--- config.mk ---
export PLATFORM = sky130hd
export DESIGN_NAME = doubly_linked_list_engine_flat
export DESIGN_NICKNAME = d
export VERILOG_FILES = /design/src/rtl/dll_pkg.sv /design/src/rtl/dll_req_if.sv /design/src/rtl/dll_rsp_if.sv /design/src/rtl/dll_store.sv /design/src/rtl/dll_ctrl.sv /design/src/rtl/doubly_linked_list_engine.sv /design/src/flat_wrapper.sv
export SDC_FILE = /design/constraint.sdc
export NUM_CORES = 1
export LEC_CHECK = 0
export BUFFER_PORTS_ARGS = -buffer_cell sky130_fd_sc_hd__buf_4
export CORE_ASPECT_RATIO = 0.75
export CORE_UTILIZATION = 55
export DETAILED_ROUTE_END_ITERATION = 6
export PLACE_DENSITY = 0.71
export SYNTH_ARGS = -nofsm -noshare
export SYNTH_HDL_FRONTEND = slang
export SYNTH_SLANG_ARGS = --single-unit
export TNS_END_PERCENT = 50
--- constraint.sdc ---
create_clock -name clk -period 10.6 [get_ports clk]
set_input_delay 1.59 -clock clk [delete_from_list [all_inputs] [get_ports clk]]
set_output_delay 1.59 -clock clk [all_outputs]
set_load 0.02 [all_outputs]
--- src/rtl/dll_pkg.sv ---
`timescale 1ns / 1ps

package dll_pkg;

  localparam int CAPACITY = 16;
  localparam int IDX_W    = $clog2(CAPACITY + 1);
  localparam int ADDR_W   = (CAPACITY > 1) ? $clog2(CAPACITY) : 1;

  typedef logic [IDX_W-1:0]  idx_t;
  typedef logic [ADDR_W-1:0] addr_t;

  localparam idx_t NULL_IDX = IDX_W'(CAPACITY);

  localparam logic [2:0] REQ_PUSH_FRONT = 3'd0;
  localparam logic [2:0] REQ_PUSH_BACK  = 3'd1;
  localparam logic [2:0] REQ_REMOVE     = 3'd2;
  localparam logic [2:0] REQ_LIST_FWD   = 3'd3;
  localparam logic [2:0] REQ_LIST_BWD   = 3'd4;

  localparam logic [1:0] ST_OK        = 2'd0;
  localparam logic [1:0] ST_NOT_FOUND = 2'd1;
  localparam logic [1:0] ST_FULL      = 2'd2;
  localparam logic [1:0] ST_EMPTY     = 2'd3;

  typedef struct packed {
    logic  en;
    addr_t addr;
  } rd_req_t;

  typedef struct packed {
    logic               val_en;
    logic               next_en;
    logic               prev_en;
    addr_t              addr;
    logic signed [31:0] value;
    idx_t               next;
    idx_t               prev;
  } wr_req_t;

  typedef struct packed {
    logic signed [31:0] value;
    idx_t               next;
    idx_t               prev;
  } entry_t;

  typedef struct packed {
    logic               valid;
    logic [1:0]         status;
    logic signed [31:0] value;
    logic               last;
  } rsp_t;

  function automatic logic idx_valid(idx_t i);
    return i < NULL_IDX;
  endfunction

endpackage

--- src/rtl/dll_req_if.sv ---
`timescale 1ns / 1ps

interface dll_req_if;
  logic               valid;
  logic               ready;
  logic [2:0]         req_type;
  logic signed [31:0] value;

  modport source (output valid, req_type, value, input ready);
  modport sink (input valid, req_type, value, output ready);
endinterface

--- src/rtl/dll_rsp_if.sv ---
`timescale 1ns / 1ps

interface dll_rsp_if;
  logic               valid;
  logic               ready;
  logic [1:0]         status;
  logic signed [31:0] value_out;
  logic               last;

  modport source (output valid, status, value_out, last, input ready);
  modport sink (input valid, status, value_out, last, output ready);
endinterface

--- src/rtl/dll_store.sv ---
`timescale 1ns / 1ps

module dll_store (
  input  logic             clk,
  input  dll_pkg::rd_req_t rd_req,
  input  dll_pkg::wr_req_t wr_req,
  output dll_pkg::entry_t  rd_data
);

  logic signed [31:0] val_mem  [dll_pkg::CAPACITY];
  dll_pkg::idx_t      next_mem [dll_pkg::CAPACITY];
  dll_pkg::idx_t      prev_mem [dll_pkg::CAPACITY];
  dll_pkg::entry_t    rd_data_r;

  always_ff @(posedge clk) begin
    if (wr_req.val_en) begin
      val_mem[wr_req.addr] <= wr_req.value;
    end
    if (wr_req.next_en) begin
      next_mem[wr_req.addr] <= wr_req.next;
    end
    if (wr_req.prev_en) begin
      prev_mem[wr_req.addr] <= wr_req.prev;
    end
  end

  always_ff @(posedge clk) begin
    if (rd_req.en) begin
      rd_data_r.value <= val_mem[rd_req.addr];
      rd_data_r.next  <= next_mem[rd_req.addr];
      rd_data_r.prev  <= prev_mem[rd_req.addr];
    end
  end

  assign rd_data = rd_data_r;

endmodule

--- src/rtl/dll_ctrl.sv ---
`timescale 1ns / 1ps

module dll_ctrl (
  input  logic               clk,
  input  logic               rst_n,
  input  logic               in_valid,
  output logic               in_ready,
  input  logic [2:0]         in_req_type,
  input  logic signed [31:0] in_value,
  output dll_pkg::rsp_t      emit,
  input  logic               emit_ok,
  output dll_pkg::rd_req_t   rd_req,
  output dll_pkg::wr_req_t   wr_req,
  input  dll_pkg::entry_t    rd_data
);

  typedef enum logic [3:0] {
    S_IDLE, S_DISPATCH, S_ALLOC, S_LINK, S_SEARCH,
    S_UNLINK_PREV, S_UNLINK_NEXT, S_LIST, S_RESULT
  } state_t;

  state_t             state_r, state_nxt;
  logic [2:0]         type_r, type_nxt;
  logic signed [31:0] value_r, value_nxt;
  logic [1:0]         status_r, status_nxt;
  dll_pkg::idx_t      head_r, head_nxt;
  dll_pkg::idx_t      tail_r, tail_nxt;
  dll_pkg::idx_t      count_r, count_nxt;
  logic [dll_pkg::CAPACITY-1:0] free_r, free_nxt;
  dll_pkg::addr_t     scan_r, scan_nxt;
  dll_pkg::addr_t     step_r, step_nxt;
  dll_pkg::idx_t      cur_r, cur_nxt;
  dll_pkg::idx_t      new_r, new_nxt;
  dll_pkg::idx_t      unl_prev_r, unl_prev_nxt;
  dll_pkg::idx_t      unl_next_r, unl_next_nxt;

  dll_pkg::idx_t      list_nx;
  dll_pkg::idx_t      start_idx;
  logic               list_last;
  logic               step_max;

  assign step_max  = (step_r == dll_pkg::ADDR_W'(dll_pkg::CAPACITY - 1));
  assign list_nx   = (type_r == dll_pkg::REQ_LIST_FWD) ? rd_data.next : rd_data.prev;
  assign list_last = !dll_pkg::idx_valid(list_nx) || step_max;
  assign start_idx = (type_r == dll_pkg::REQ_LIST_FWD) ? head_r : tail_r;
  assign in_ready  = (state_r == S_IDLE);

  always_comb begin
    state_nxt    = state_r;
    type_nxt     = type_r;
    value_nxt    = value_r;
    status_nxt   = status_r;
    head_nxt     = head_r;
    tail_nxt     = tail_r;
    count_nxt    = count_r;
    free_nxt     = free_r;
    scan_nxt     = scan_r;
    step_nxt     = step_r;
    cur_nxt      = cur_r;
    new_nxt      = new_r;
    unl_prev_nxt = unl_prev_r;
    unl_next_nxt = unl_next_r;
    rd_req       = '0;
    wr_req       = '0;
    emit         = '0;

    unique case (state_r)
      S_IDLE: begin
        if (in_valid) begin
          type_nxt  = in_req_type;
          value_nxt = in_value;
          state_nxt = S_DISPATCH;
        end
      end

      S_DISPATCH: begin
        unique case (type_r) inside
          dll_pkg::REQ_PUSH_FRONT, dll_pkg::REQ_PUSH_BACK: begin
            if (count_r == dll_pkg::NULL_IDX) begin
              status_nxt = dll_pkg::ST_FULL;
              state_nxt  = S_RESULT;
            end else begin
              scan_nxt  = '0;
              state_nxt = S_ALLOC;
            end
          end
          dll_pkg::REQ_REMOVE: begin
            if (!dll_pkg::idx_valid(head_r)) begin
              status_nxt = dll_pkg::ST_NOT_FOUND;
              state_nxt  = S_RESULT;
            end else begin
              rd_req.en   = 1'b1;
              rd_req.addr = head_r[dll_pkg::ADDR_W-1:0];
              cur_nxt     = head_r;
              step_nxt    = '0;
              state_nxt   = S_SEARCH;
            end
          end
          dll_pkg::REQ_LIST_FWD, dll_pkg::REQ_LIST_BWD: begin
            if (!dll_pkg::idx_valid(start_idx)) begin
              status_nxt = dll_pkg::ST_EMPTY;
              value_nxt  = '0;
              state_nxt  = S_RESULT;
            end else begin
              rd_req.en   = 1'b1;
              rd_req.addr = start_idx[dll_pkg::ADDR_W-1:0];
              step_nxt    = '0;
              state_nxt   = S_LIST;
            end
          end
          default: begin
            state_nxt = S_IDLE;
          end
        endcase
      end

      // Walks the free map one bit a cycle; a free entry exists since the store is not full.
      S_ALLOC: begin
        if (free_r[scan_r]) begin
          new_nxt          = dll_pkg::idx_t'(scan_r);
          free_nxt[scan_r] = 1'b0;
          count_nxt        = count_r + 1'b1;
          wr_req.val_en    = 1'b1;
          wr_req.next_en   = 1'b1;
          wr_req.prev_en   = 1'b1;
          wr_req.addr      = scan_r;
          wr_req.value     = value_r;
          wr_req.next      = dll_pkg::NULL_IDX;
          wr_req.prev      = dll_pkg::NULL_IDX;
          if (!dll_pkg::idx_valid(head_r)) begin
            head_nxt   = dll_pkg::idx_t'(scan_r);
            tail_nxt   = dll_pkg::idx_t'(scan_r);
            status_nxt = dll_pkg::ST_OK;
            state_nxt  = S_RESULT;
          end else if (type_r == dll_pkg::REQ_PUSH_FRONT) begin
            wr_req.next = head_r;
            cur_nxt     = head_r;
            head_nxt    = dll_pkg::idx_t'(scan_r);
            state_nxt   = S_LINK;
          end else begin
            wr_req.prev = tail_r;
            cur_nxt     = tail_r;
            tail_nxt    = dll_pkg::idx_t'(scan_r);
            state_nxt   = S_LINK;
          end
        end else begin
          scan_nxt = scan_r + 1'b1;
        end
      end

      // Points the old end entry at the new one.
      S_LINK: begin
        wr_req.addr = cur_r[dll_pkg::ADDR_W-1:0];
        wr_req.next = new_r;
        wr_req.prev = new_r;
        if (type_r == dll_pkg::REQ_PUSH_FRONT) begin
          wr_req.prev_en = 1'b1;
        end else begin
          wr_req.next_en = 1'b1;
        end
        status_nxt = dll_pkg::ST_OK;
        state_nxt  = S_RESULT;
      end

      // One entry compared per cycle; the next read address comes straight from the read data.
      S_SEARCH: begin
        if (rd_data.value == value_r) begin
          unl_prev_nxt = rd_data.prev;
          unl_next_nxt = rd_data.next;
          state_nxt    = S_UNLINK_PREV;
        end else if (!dll_pkg::idx_valid(rd_data.next) || step_max) begin
          status_nxt = dll_pkg::ST_NOT_FOUND;
          state_nxt  = S_RESULT;
        end else begin
          rd_req.en   = 1'b1;
          rd_req.addr = rd_data.next[dll_pkg::ADDR_W-1:0];
          cur_nxt     = rd_data.next;
          step_nxt    = step_r + 1'b1;
        end
      end

      S_UNLINK_PREV: begin
        if (dll_pkg::idx_valid(unl_prev_r)) begin
          wr_req.next_en = 1'b1;
          wr_req.addr    = unl_prev_r[dll_pkg::ADDR_W-1:0];
          wr_req.next    = unl_next_r;
        end else begin
          head_nxt = unl_next_r;
        end
        state_nxt = S_UNLINK_NEXT;
      end

      S_UNLINK_NEXT: begin
        if (dll_pkg::idx_valid(unl_next_r)) begin
          wr_req.prev_en = 1'b1;
          wr_req.addr    = unl_next_r[dll_pkg::ADDR_W-1:0];
          wr_req.prev    = unl_prev_r;
        end else begin
          tail_nxt = unl_prev_r;
        end
        free_nxt[cur_r[dll_pkg::ADDR_W-1:0]] = 1'b1;
        if (count_r != '0) begin
          count_nxt = count_r - 1'b1;
        end
        status_nxt = dll_pkg::ST_OK;
        state_nxt  = S_RESULT;
      end

      // The read data holds while the result waits, since no new read is issued.
      S_LIST: begin
        emit.valid  = 1'b1;
        emit.status = dll_pkg::ST_OK;
        emit.value  = rd_data.value;
        emit.last   = list_last;
        if (emit_ok) begin
          if (list_last) begin
            state_nxt = S_IDLE;
          end else begin
            rd_req.en   = 1'b1;
            rd_req.addr = list_nx[dll_pkg::ADDR_W-1:0];
            step_nxt    = step_r + 1'b1;
          end
        end
      end

      S_RESULT: begin
        emit.valid  = 1'b1;
        emit.status = status_r;
        emit.value  = value_r;
        emit.last   = 1'b1;
        if (emit_ok) begin
          state_nxt = S_IDLE;
        end
      end

      default: begin
        state_nxt = S_IDLE;
      end
    endcase
  end

  always_ff @(posedge clk) begin
    if (!rst_n) begin
      state_r <= S_IDLE;
      head_r  <= dll_pkg::NULL_IDX;
      tail_r  <= dll_pkg::NULL_IDX;
      count_r <= '0;
      free_r  <= '1;
    end else begin
      state_r <= state_nxt;
      head_r  <= head_nxt;
      tail_r  <= tail_nxt;
      count_r <= count_nxt;
      free_r  <= free_nxt;
    end
    type_r     <= type_nxt;
    value_r    <= value_nxt;
    status_r   <= status_nxt;
    scan_r     <= scan_nxt;
    step_r     <= step_nxt;
    cur_r      <= cur_nxt;
    new_r      <= new_nxt;
    unl_prev_r <= unl_prev_nxt;
    unl_next_r <= unl_next_nxt;
  end

endmodule

--- src/rtl/doubly_linked_list_engine.sv ---
`timescale 1ns / 1ps

// Channel   Interface         Role    Transaction
// in_req    dll_req_if.sink   input   one request: req_type, value
// out_rsp   dll_rsp_if.source output  one result: status, value_out, last
//
// With the output never stalled, the time from one taken request to the next depends on the request:
// a push is set by the one-bit-a-cycle free map scan, unless the store is full; a remove by the
// match's position counted from one at the front, or by the list length if absent; a list request
// by the number of entries read through the single read port, and an empty list needs no read.
// Reset clears head, tail, count and the free map at once; the entry store is not cleared.
// A result waits in the output register while the next request is taken; a stall holds a stream.

module doubly_linked_list_engine (
  input logic       clk,
  input logic       rst_n,
  dll_req_if.sink   in_req,
  dll_rsp_if.source out_rsp
);

  dll_pkg::rsp_t    emit;
  dll_pkg::rd_req_t rd_req;
  dll_pkg::wr_req_t wr_req;
  dll_pkg::entry_t  rd_data;
  logic             emit_ok;

  logic               out_valid_r;
  logic [1:0]         out_status_r;
  logic signed [31:0] out_value_r;
  logic               out_last_r;

  assign emit_ok = !out_valid_r || out_rsp.ready;

  dll_ctrl u_ctrl (
    .clk         (clk),
    .rst_n       (rst_n),
    .in_valid    (in_req.valid),
    .in_ready    (in_req.ready),
    .in_req_type (in_req.req_type),
    .in_value    (in_req.value),
    .emit        (emit),
    .emit_ok     (emit_ok),
    .rd_req      (rd_req),
    .wr_req      (wr_req),
    .rd_data     (rd_data)
  );

  dll_store u_store (
    .clk     (clk),
    .rd_req  (rd_req),
    .wr_req  (wr_req),
    .rd_data (rd_data)
  );

  always_ff @(posedge clk) begin
    if (!rst_n) begin
      out_valid_r <= 1'b0;
    end else if (emit_ok) begin
      out_valid_r <= emit.valid;
    end
    if (emit_ok && emit.valid) begin
      out_status_r <= emit.status;
      out_value_r  <= emit.value;
      out_last_r   <= emit.last;
    end
  end

  assign out_rsp.valid     = out_valid_r;
  assign out_rsp.status    = out_status_r;
  assign out_rsp.value_out = out_value_r;
  assign out_rsp.last      = out_last_r;

endmodule

--- src/flat_wrapper.sv ---
// flat-port wrapper written by rule: the top's interface ports become plain ports
module doubly_linked_list_engine_flat 
  (clk, rst_n, in_req_valid, in_req_req_type, in_req_value, in_req_ready, out_rsp_valid, out_rsp_status, out_rsp_value_out, out_rsp_last, out_rsp_ready);
  dll_req_if in_req_i ();
  dll_rsp_if out_rsp_i ();
  input logic clk;
  input logic rst_n;
  input wire logic [$bits(in_req_i.valid)-1:0] in_req_valid;
  input wire logic [$bits(in_req_i.req_type)-1:0] in_req_req_type;
  input wire logic [$bits(in_req_i.value)-1:0] in_req_value;
  output wire logic [$bits(in_req_i.ready)-1:0] in_req_ready;
  output wire logic [$bits(out_rsp_i.valid)-1:0] out_rsp_valid;
  output wire logic [$bits(out_rsp_i.status)-1:0] out_rsp_status;
  output wire logic [$bits(out_rsp_i.value_out)-1:0] out_rsp_value_out;
  output wire logic [$bits(out_rsp_i.last)-1:0] out_rsp_last;
  input wire logic [$bits(out_rsp_i.ready)-1:0] out_rsp_ready;
  assign in_req_i.valid = in_req_valid;
  assign in_req_i.req_type = in_req_req_type;
  assign in_req_i.value = in_req_value;
  assign in_req_ready = in_req_i.ready;
  assign out_rsp_valid = out_rsp_i.valid;
  assign out_rsp_status = out_rsp_i.status;
  assign out_rsp_value_out = out_rsp_i.value_out;
  assign out_rsp_last = out_rsp_i.last;
  assign out_rsp_i.ready = out_rsp_ready;
  doubly_linked_list_engine u_core (.clk(clk), .rst_n(rst_n), .in_req(in_req_i), .out_rsp(out_rsp_i));
endmodule
-- Yosys cells after proc, flatten, opt, wreduce, memory -nomap -nowiden
Memory sizes are Yosys's and may differ from the RTL's. A register that Yosys moved wholly into a read port is not among the register bits.
Index checks and enable logic that the tools add are counted.
- register bits: 134
- RAM bits: 672
- input bits: 39
- output and inout bits: 37
- word-level logic and storage cells: 221
- memories: 3
- add/sub/neg operators: 4
- order comparisons: 10
- eq/ne operators: 46
- muxes and demuxes: 102
- bitwise logic cells: 3
- reductions and logical operators: 35
- memories (memory ; words ; bits a word ; rd ports ; clocked after memory_dff ; wr ports ; line ; RTL):
    u_core.u_store.val_mem ; 16 ; 32 ; 1 ; 1 ; 1 ; dll_store.sv:10 ; logic signed [31:0] val_mem [dll_pkg::CAPACITY];
    u_core.u_store.next_mem ; 16 ; 5 ; 1 ; 1 ; 1 ; dll_store.sv:11 ; dll_pkg::idx_t next_mem [dll_pkg::CAPACITY];
    u_core.u_store.prev_mem ; 16 ; 5 ; 1 ; 1 ; 1 ; dll_store.sv:12 ; dll_pkg::idx_t prev_mem [dll_pkg::CAPACITY];
- operators with widths (operator ; number):
    $mux 32 ; 4
    $mux 5 ; 23
    $mux 4 ; 28
    $pmux 36 s2 ; 1
    $pmux 32 s2 ; 1
    $mux 49 ; 1
    $pmux 5 s3 ; 3
    $pmux 5 s2 ; 4
    $ne 2x2->1 const B ; 18
    $pmux 4 s3 ; 3
    $eq 32x32->1 ; 1
    $pmux 16 s2 ; 1
    $pmux 4 s8 ; 1
    $lt 5x5->1 const B ; 6
    $ne 3x3->1 const B ; 9
    $and 16x16->16 ; 1
    $eq 4x3->1 const B ; 4
    $mux 16 ; 1
    $not 16->16 ; 1
    $or 16x16->16 ; 1
    $pmux 4 s2 ; 2
    $pmux 4 s4 ; 1
    $reduce_and 4->1 ; 4
    $mux 2 ; 7
    other kinds (37) ; 74

-- Logic depth before layout (Yosys ltp)
Gate-level depths: netlist of run 1.
- depth in word-level cells: 8
- depth in mapped cells: 13
- gate-level depth less buffers: 9

-- By module
Synthesis of run 1 repeated with hierarchy kept, for this count alone.
- cell total of the unflattened synthesis: 1781
- area, all modules: 33732.4 um2
- by module, submodules not included (module ; times used ; cells each ; area an instance (um2) ; sequential area each (um2)):
    dll_store ; 1 ; 1140 ; 26654.3 ; 21440.6
    dll_ctrl ; 1 ; 601 ; 5969.5 ; 2592.5
    doubly_linked_list_engine ; 1 ; 40 ; 1108.6 ; 1071.0

-- Worst setup path before layout of run 1
Ideal clock, no wire load.
- path type: register -> register
- from: reg u_core.u_ctrl.scan_r[0]
- to: mem u_core.u_store.val_mem[14][0], enable pin
- setup time: 421 ps
- arrival time: 3948 ps
- data required time: 10179 ps
- slack: 6231 ps
- cell stages (with the launch flop): 11
- path buffers: 2
- period minus slack after synthesis: 4369 ps
- cells stage by stage: edfxtp_1 > buf_2 > mux4_2 > mux4_2 > nand2_2 > inv_2 > buf_2 > a221o_1 > nor2_2 > nand2_1 > nor2_1
- RTL lines (element ; line ; RTL):
    from (decl) ; dll_ctrl.sv:30 ; dll_pkg::addr_t scan_r, scan_nxt;
    from (signal assigned) ; dll_ctrl.sv:259 ; scan_r <= scan_nxt;
    to (decl) ; dll_store.sv:10 ;

-- Final worst setup path of run 1
- from: reg u_core.u_ctrl.scan_r[0]
- to: mem u_core.u_store.val_mem[11][0], enable pin
- cells in the longest elaborated chain, start to end: 6
- elaborated cells between the ends (all ways): 7
- those cells by class: mux: 7
- RTL lines (element ; line ; RTL):
    $bmux 1 s4 ; dll_ctrl.sv:119 ; if (free_r[scan_r]) begin
    $mux 1 (implied by the code) ; dll_ctrl.sv:119 ;
    $mux 49 (*) ; dll_ctrl.sv:119 ;
    $mux 1 ; dll_ctrl.sv:67 ; unique case (state_r)
    $mux 1 ; dll_store.sv:16 ; if (wr_req.val_en) begin
    $mux 1 (implied by the code) ; dll_store.sv:17 ; val_mem[wr_req.addr] <= wr_req.value;
Mark *: on every way between the ends. The rest lies on a longest branch, timed or not. The select of a mux whose other input is x is not followed.

==> impl_summary.txt, run 1 <==
----------------------------------------------------
[Power and ir drop]
  Cell Pwr Density ... 203 nW/um^2
  Total Power Consumption ... 0.00782 W
  Leakage component of the power ... 14.2 nW
  Worst IR drop on VDD ... 0.140 mV

[GRT]
  Via count of the first global-routing pass ... 20.7k
  Global Route Usage Sum ... 29.0%
  Largest net degree at the start of global routing ... 214
  Overflow after GRT ... 0
  First-pass GRT wire length ... 135 mm
  Antenna violations before repair ... 0

[Routing]
  Routed wirelength normalized by instance count ... 28.9 um
  Iteration-0 DRC count of the detailed router ... 3139
  Count of vias placed by the detailed router ... 21.5k
  Final routed DRC violation total ... 8
  Routed WL ... 92.2 mm
  Antenna-violating nets left ... 0
  Iteration count of the initial detailed-routing pass ... 7
  Via count normalized by instance count ... 6.74

[Yosys]
  Number of warnings issued by yosys ... 0
  Number of register bits inferred by synthesis ... 848
  Synthesized Nets ... 2311
  Synth top area share ... 70.8%
  Synth Cell Area ... 34400 um^2
  Predominant post-synthesis flop cell ... sky130_fd_sc_hd__edfxtp_1
  Register area share after synthesis ... 72.9%
  Cell type with the highest aggregate area in the netlist ... sky130_fd_sc_hd__edfxtp_1
  Average cell area after synthesis ... 15.2 um^2
  Number of flops mapped to enable cells by yosys ... 812
  Count of cell types in the netlist ... 70
  Cell types occupying the most area after synthesis ... sky130_fd_sc_hd__edfxtp_1 71%, sky130_fd_sc_hd__mux2i_1 5.6%, sky130_fd_sc_hd__a221oi_1 2.9%
  Gate Count Post-Synth ... 2263
  Synth async-reset ratio ... 0%

[Place]
  Final HPWL from detailed placement ... 51.5 mm
  Number of buffers added on ports ... 75
  Dpl ws ... 5.09 ns
  Global placer's final weighted congestion ... 0.929

[STA]
  Setup violators final ... 0
  Worst slack on hold paths ... 0.519 ns
  Shortest clock period the worst path allows after layout ... 5.55 ns
  Final clock period utilization by the worst path ... 52.4%
  Accumulated negative setup slack ... 0 ns
  Final setup slack of the worst path ... 5.05 ns
  RSZ-0062 raised after global routing ... no
  Max-slew violation count ... 0
  Highest attainable clock frequency ... 180 MHz
  Worst Tran Pin Value ... 1.22 ns
  Worst max-slew margin expressed relative to the limit ... 18.8%
  Worst Clk Skew ... 0.0300 ns
  Final hold vios ... 0

[Layout]
  Net count, final ... 2369
  Number of antenna cells inserted ... 0
  Register cell area after layout ... 25100 um^2
  Count of fill cells added during filler insertion ... 4371
  Relative area change from synthesis to final layout ... 12.0%
  Area occupied by multi-input gates ... 8900 um^2
  Layout cells sized above 1 ... 12.0%

[Worst hold path]
  Kind of path behind the tightest hold check ... reg2reg

[Floorplanning]
  Height of the die ... 219 um
  Die width ... 291 um
  Starting density of the core ... 55.6%
  Count of boundary I/O pins ... 76
  Number of placement rows ... 79
  Placeable Area ... 62000 um^2
  Die Area ... 63600 um^2

[Clocking]
  Worst-path clk slew ... 0.06 ns
  Clock root buffer ... sky130_fd_sc_hd__clkbuf_16
  Clock Latency Late Sink ... 0.63 ns
  CTS tree ... built
  Number of setup buffers added after CTS ... 0
  Resized cells post-CTS ... 0
  Maximum level of the CTS H-tree ... 3
  Longest Clk Path Bufs ... 3
  Number of sinks on the clock net ... 848
  TritonCTS buffer count ... 79
  Cts-stage hold buffer count ... 0

[Worst setup path]
  Cell Chain, Critical Path ... mux4_2, mux4_2, nand2_2, inv_2, a221o_1, nor2_1, nand2_1, nor2_4, buf_4
  Type of origin of the critical path ... register
  Master of the slowest instance on the critical path ... sky130_fd_sc_hd__mux4_2
  Most used cell, CP ... sky130_fd_sc_hd__mux4_2
  CP endpoint kind ... register
  CP arrival ... 5.79 ns
  CP max FO ... 36
  Largest stage delay, worst path ... 0.97 ns
  Req. time, crit path ... 10.84 ns
  Classification of the worst setup path ... reg2reg

[Run status]
  Violations in the final reports ... DRC
  Outcome ... finished, violations left

[Flow run]
  Max-capacitance violation count ... 0

----------------------------------------------------
==> worst max-delay path: cells and delay by family (launching register included) <==
| kind | cells | cell delay (ns) |
|---|---|---|
| mux | 2 | 1.54 |
| compound gates | 1 | 0.41 |
| buf+inv | 2 | 0.93 |
| simple gates | 4 | 1.50 |
| flops | 1 | 0.69 |
==> cell families (layout without fill, tap and decap cells) <==
group | after synthesis | count (layout) | share of synthesized area [%]
buffers and inverters | 156 | 276 | 1.90
muxes | 197 | 197 | 5.91
AOI/OAI and AO/OA | 487 | 487 | 10.6
xor gates and xnor gates | 40 | 40 | 1.02
and+or+nand+nor | 526 | 526 | 7.34
DFF | 848 | 848 | 72.9
adders and majority gates | 9 | 9 | 0.349
==> layer usage <==
layer,wire (um),track usage [%],vias to the layer above,part of all wire [%]
met5,0,0,-,0
met4,2200,8.27,0,2.4
met3,11300,7.07,175,12
met2,40800,42.7,1423,44
met1,38000,43.2,10800,41
li1,-,-,9065,-
==> flip-flops by register name, summed over array words and instances (netlist names), 4 cells and up <==
name / cells
u_core.out_rsp.value_out: 32
u_core.u_ctrl.step_r: 4
u_core.u_ctrl.new_r: 4
u_core.u_ctrl.state_r: 4
u_core.u_ctrl.unl_next_r: 5
u_core.u_ctrl.free_r: 16
u_core.u_store.prev_mem: 80
u_core.u_store.next_mem: 80
u_core.u_ctrl.tail_r: 5
u_core.u_ctrl.value_r: 32
u_core.u_ctrl.head_r: 5
u_core.u_ctrl.cur_r: 4
u_core.u_ctrl.count_r: 5
u_core.u_store.val_mem: 512
u_core.u_store.rd_data: 42
u_core.u_ctrl.scan_r: 4
u_core.u_ctrl.unl_prev_r: 5
==> worst paths after layout <==
kind | from | endpoint | slack (ns) | cells after the start
max | u_core.u_ctrl.scan_r[0] | u_core.u_store.val_mem[11][0] | 5.05 | 9
min | u_core.u_ctrl.free_r[11] | u_core.u_ctrl.free_r[11] | 0.52 | 2
max reg2reg | u_core.u_ctrl.scan_r[0] | u_core.u_store.val_mem[11][0] | 5.05 | 9
min reg2reg | u_core.u_ctrl.free_r[11] | u_core.u_ctrl.free_r[11] | 0.52 | 2
==> placed cells by master (no fill, tap or decap), types with 6 or more instances in the layout <==
master                      instances
sky130_fd_sc_hd__edfxtp_1         812
sky130_fd_sc_hd__nand2_1          213
sky130_fd_sc_hd__mux2i_1          191
sky130_fd_sc_hd__buf_4            118
sky130_fd_sc_hd__a221oi_1         113
sky130_fd_sc_hd__a21oi_1          112
sky130_fd_sc_hd__clkbuf_16         83
sky130_fd_sc_hd__nor2_1            78
sky130_fd_sc_hd__o21ai_0           49
sky130_fd_sc_hd__nor2b_1           43
sky130_fd_sc_hd__a32oi_1           40
sky130_fd_sc_hd__nand3_1           38
sky130_fd_sc_hd__and3_1            36
sky130_fd_sc_hd__xor2_1            36
sky130_fd_sc_hd__a22o_1            36
sky130_fd_sc_hd__dfxtp_1           36
sky130_fd_sc_hd__a211o_1           35
sky130_fd_sc_hd__a221o_1           24
sky130_fd_sc_hd__nor2_4            23
sky130_fd_sc_hd__clkbuf_1          19
sky130_fd_sc_hd__and2_1            16
sky130_fd_sc_hd__nand4_1           15
sky130_fd_sc_hd__clkinv_1          14
sky130_fd_sc_hd__inv_1             12
sky130_fd_sc_hd__clkinv_2          11
sky130_fd_sc_hd__nor4_1            10
sky130_fd_sc_hd__a21boi_0          10
sky130_fd_sc_hd__a22oi_1            9
sky130_fd_sc_hd__a31oi_1            8
sky130_fd_sc_hd__o211a_1            8
sky130_fd_sc_hd__ha_1               8
sky130_fd_sc_hd__bufinv_16          8
sky130_fd_sc_hd__nor3_1             7
sky130_fd_sc_hd__a2111oi_0          6
sky130_fd_sc_hd__nand4b_1           6
==> per-stage QoR <==
step	std cells	instance area, um^2	utilization [%]
floorplan	2263	34400	-
global placement	3050	36000	58.1
detailed placement	3050	36000	58.1
CTS	3193	38600	62.2
global route	3193	38600	62.2
finish	3193	38600	62.2
==> Yosys cell counts (35+ instances only) <==
library cell	count
sky130_fd_sc_hd__edfxtp_1	812
sky130_fd_sc_hd__nand2_1	216
sky130_fd_sc_hd__mux2i_1	191
sky130_fd_sc_hd__a221oi_1	113
sky130_fd_sc_hd__a21oi_1	112
sky130_fd_sc_hd__nor2_1	97
sky130_fd_sc_hd__clkbuf_1	83
sky130_fd_sc_hd__buf_2	52
sky130_fd_sc_hd__o21ai_0	49
sky130_fd_sc_hd__nor2b_1	43
sky130_fd_sc_hd__a32oi_1	40
sky130_fd_sc_hd__nand3_1	39
sky130_fd_sc_hd__a22o_1	36
sky130_fd_sc_hd__and3_1	36
sky130_fd_sc_hd__dfxtp_1	36
sky130_fd_sc_hd__xor2_1	36
sky130_fd_sc_hd__a211o_1	35
==> where the power goes <==
group	switching [W]	total, W	internal (W)
Sequential	0.000138	0.00412	0.00398
Combinational	0.000599	0.000839	0.000240
Clock	0.00122	0.00285	0.00163
Total	0.00196	0.00782	0.00586
==> layout make-up <==
cell class	instances	area share, %
clock inverter	41	1.10
sequential	848	65.1
tap	810	2.63
clock buffer	102	5.57
timing repair buffer	120	2.40
inverter	13	0.127
multi-input combinational	1259	23.1
Power figures use the tool's default switching activity.
==> run 2, diff against run 1 <==
- clock period: 10.6 -> 5.13 ns (I/O delays scaled with it)
==> run 2 against run 1 <==
The run now ends clean. Sequential share of layout area decreased by 0.33 points. Final area up 0.51%. Combinational power grew 110%. Critical endpoint is now u_core.u_store.rd_data[5]. Largest power group unchanged.
==> impl_summary.txt, run 2 (synthesized netlist as in run 1, its figures left out) <==
----------------------------------------------------
[Place]
  Number of buffers added on ports ... 75 (unchanged)
  Cell count after placement ... 3066 (was 3050)
  Final HPWL from detailed placement ... 54.2 mm (was 51.5 mm)
  Global placer's final weighted congestion ... 0.952 (was 0.929)
  Dpl ws ... 0.838 ns (was 5.09 ns)
  Placement-stage cell area ... 36200 um^2 (was 36000 um^2)

[Run status]
  Outcome ... completed (was finished, violations left)

[Floorplanning]
  Placeable Area ... 62000 um^2 (unchanged)
  Die Area ... 63600 um^2 (unchanged)
  Starting density of the core ... 55.6% (unchanged)
  Height of the die ... 219 um (unchanged)
  Die width ... 291 um (unchanged)
  Number of placement rows ... 79 (unchanged)
  Count of boundary I/O pins ... 76 (unchanged)

[Power and ir drop]
  Fraction of power spent switching nets ... 25.5% (was 25.1%)
  Relative contribution of combinational cells to total power ... 10.9% (was 10.7%)
  Worst IR drop on VDD ... 0.268 mV (was 0.140 mV)
  Leakage component of the power ... 14.3 nW (was 14.2 nW)
  Net switching power of the design ... 0.00410 W (was 0.00196 W)
  Internal ... 0.0119 W (was 0.00586 W)
  Cell Pwr Density ... 414 nW/um^2 (was 203 nW/um^2)
  Seq pwr share ... 53.0% (was 52.7%)
  Clk network pwr share ... 36.1% (was 36.5%)

[Routing]
  Via count normalized by instance count ... 6.65 (was 6.74)
  Routed wirelength normalized by instance count ... 28.6 um (was 28.9 um)
  Iteration count of the initial detailed-routing pass ... 7 (unchanged)
  Antenna-violating nets left ... 0 (unchanged)
  Count of vias placed by the detailed router ... 21.4k (was 21.5k)
  Iteration-0 DRC count of the detailed router ... 3067 (was 3139)
  Routed WL ... 91.7 mm (was 92.2 mm)
  Final routed DRC violation total ... 0 (was 8)

[STA]
  Worst Clk Skew ... 0.0306 ns (was 0.0300 ns)
  RSZ-0062 raised after global routing ... no (unchanged)
  Accumulated negative setup slack ... 0 ns (unchanged)
  Shortest clock period the worst path allows after layout ... 4.42 ns (was 5.55 ns)
  Final setup slack of the worst path ... 0.711 ns (was 5.05 ns)
  Worst Tran Pin Value ... 1.09 ns (was 1.22 ns)
  Final clock period utilization by the worst path ... 86.1% (was 52.4%)
  Final hold vios ... 0 (unchanged)
  Setup violators final ... 0 (unchanged)
  Highest attainable clock frequency ... 226 MHz (was 180 MHz)
  Worst max-slew margin expressed relative to the limit ... 26.9% (was 18.8%)
  Max-slew violation count ... 0 (unchanged)

[Clocking]
  TritonCTS buffer count ... 81 (was 79)
  Longest Clk Path Bufs ... 3 (unchanged)
  Maximum level of the CTS H-tree ... 3 (unchanged)
  Number of setup buffers added after CTS ... 0 (unchanged)
  Number of sinks on the clock net ... 848 (unchanged)
  Worst-path clk slew ... 0.06 ns (about the same)
  Cts-stage hold buffer count ... 0 (unchanged)
  CTS tree ... built (unchanged)
  Clock root buffer ... sky130_fd_sc_hd__clkbuf_16 (unchanged)
  Resized cells post-CTS ... 0 (unchanged)
  Clock Latency Late Sink ... 0.65 ns (was 0.63 ns)

[GRT]
  Via count of the first global-routing pass ... 20.6k (was 20.7k)
  Overflow after GRT ... 0 (unchanged)
  First-pass GRT wire length ... 135 mm (about the same)
  Antenna violations before repair ... 0 (unchanged)
  Global Route Usage Sum ... 28.9% (was 29.0%)
  Largest net degree at the start of global routing ... 87 (was 214)

[Worst setup path]
  Type of origin of the critical path ... register (unchanged)
  CP max FO ... 30 (was 36)
  CP arrival ... 4.93 ns (was 5.79 ns)
  CP endpoint kind ... register (unchanged)
  Classification of the worst setup path ... reg2reg (unchanged)
  Req. time, crit path ... 5.64 ns (was 10.84 ns)

[Layout]
  Flip-flop count of the largest register after layout ... 512 (unchanged)
  Non-filler instance count after layout ... 3212 (was 3193)
  Layout cells sized above 1 ... 12.6% (was 12.0%)
  Count of fill cells added during filler insertion ... 4381 (was 4371)
  Most frequent cells in the layout ... 812 x sky130_fd_sc_hd__edfxtp_1, 213 x sky130_fd_sc_hd__nand2_1, 191 x sky130_fd_sc_hd__mux2i_1, 126 x sky130_fd_sc_hd__buf_4, 113 x sky130_fd_sc_hd__a221oi_1 (was 812 x sky130_fd_sc_hd__edfxtp_1, 213 x sky130_fd_sc_hd__nand2_1, 191 x sky130_fd_sc_hd__mux2i_1, 118 x sky130_fd_sc_hd__buf_4, 113 x sky130_fd_sc_hd__a221oi_1)
  Net count, final ... 2387 (was 2369)
  Core utilization of the finished layout ... 62.5% (was 62.2%)
  Relative area change from synthesis to final layout ... 12.6% (was 12.0%)
  Post-layout instance area ... 38800 um^2 (was 38600 um^2)
  Top Registers ... u_core.u_store.val_mem (512), u_core.u_store.next_mem (80), u_core.u_store.prev_mem (80) (unchanged)
  Most common cell after layout, fill and taps aside ... sky130_fd_sc_hd__edfxtp_1 (unchanged)
  Register with the most flip-flops ... u_core.u_store.val_mem (unchanged)

[Flow run]
  Max-capacitance violation count ... 0 (unchanged)

[Worst hold path]
  Kind of path behind the tightest hold check ... in2reg (was reg2reg)

----------------------------------------------------
-- run 2: worst max-delay path: stages, from the launching register on --
cell and delay, ns:
sky130_fd_sc_hd__edfxtp_1 0.42, sky130_fd_sc_hd__xor2_1 0.18, sky130_fd_sc_hd__nor4_1 0.74, sky130_fd_sc_hd__and4_1 0.45, sky130_fd_sc_hd__a21boi_2 0.21, sky130_fd_sc_hd__nor2_4 0.79, sky130_fd_sc_hd__buf_4 0.54, sky130_fd_sc_hd__mux2i_1 0.14
sky130_fd_sc_hd__a221oi_1 0.61, sky130_fd_sc_hd__a211o_1 0.18
-- run 2: worst paths after layout --
kind	endpoint	cells after the start	startpoint	slack (ns)
setup / recovery	u_core.u_store.rd_data[5]	9	u_core.u_ctrl.value_r[23]	0.71
hold reg to reg	u_core.u_ctrl.unl_prev_r[2]	0	u_core.u_store.rd_data[2]	0.49
setup reg to reg	u_core.u_store.rd_data[5]	9	u_core.u_ctrl.value_r[23]	0.71
hold / removal	u_core.u_ctrl.type_r[0]	1	in_req_req_type[0]	0.30
-- run 2: layer usage --
layer	global-route usage (%)	vias up	part of all wire, %
li1	-	9099	-
met1	43.9	10800	42
met2	42.0	1280	44
met3	6.76	147	12
met4	7.87	0	2.2
met5	0	-	0
-- run 2: area by class of cell --
class                   instances  area [um^2]  area share (%)
flip-flops and latches        848        25100            64.8
multi-input cells            1259         8900            23.0
clock buffers                  99         2120            5.46
repair buffers                136         1150            2.96
well taps                     810         1010            2.61
clock inverters                46          430            1.11
inverters                      13         48.8           0.126
diodes                          1         2.50         0.00646
-- run 2: power groups by stage --
stage | logic [W] | clock network [W] | registers [W]
floorplan | 0.000974 | 0 | 0.00858
global placement | 0.00166 | 0 | 0.00862
detailed placement | 0.00171 | 0 | 0.00864
CTS | 0.00172 | 0.00584 | 0.00849
global route | 0.00185 | 0.00609 | 0.00854
finish | 0.00174 | 0.00579 | 0.00850
-- run 2: metrics by stage --
stage | total power, W | hold slack (ns)
5_1_grt | 0.0165 | 0.292
4_1_cts | 0.0160 | 0.283
6_report | 0.0160 | 0.305
2_1_floorplan | 0.00956 | 0.418
3_3_place_gp | 0.0103 | 0.472
3_5_place_dp | 0.0103 | 0.473
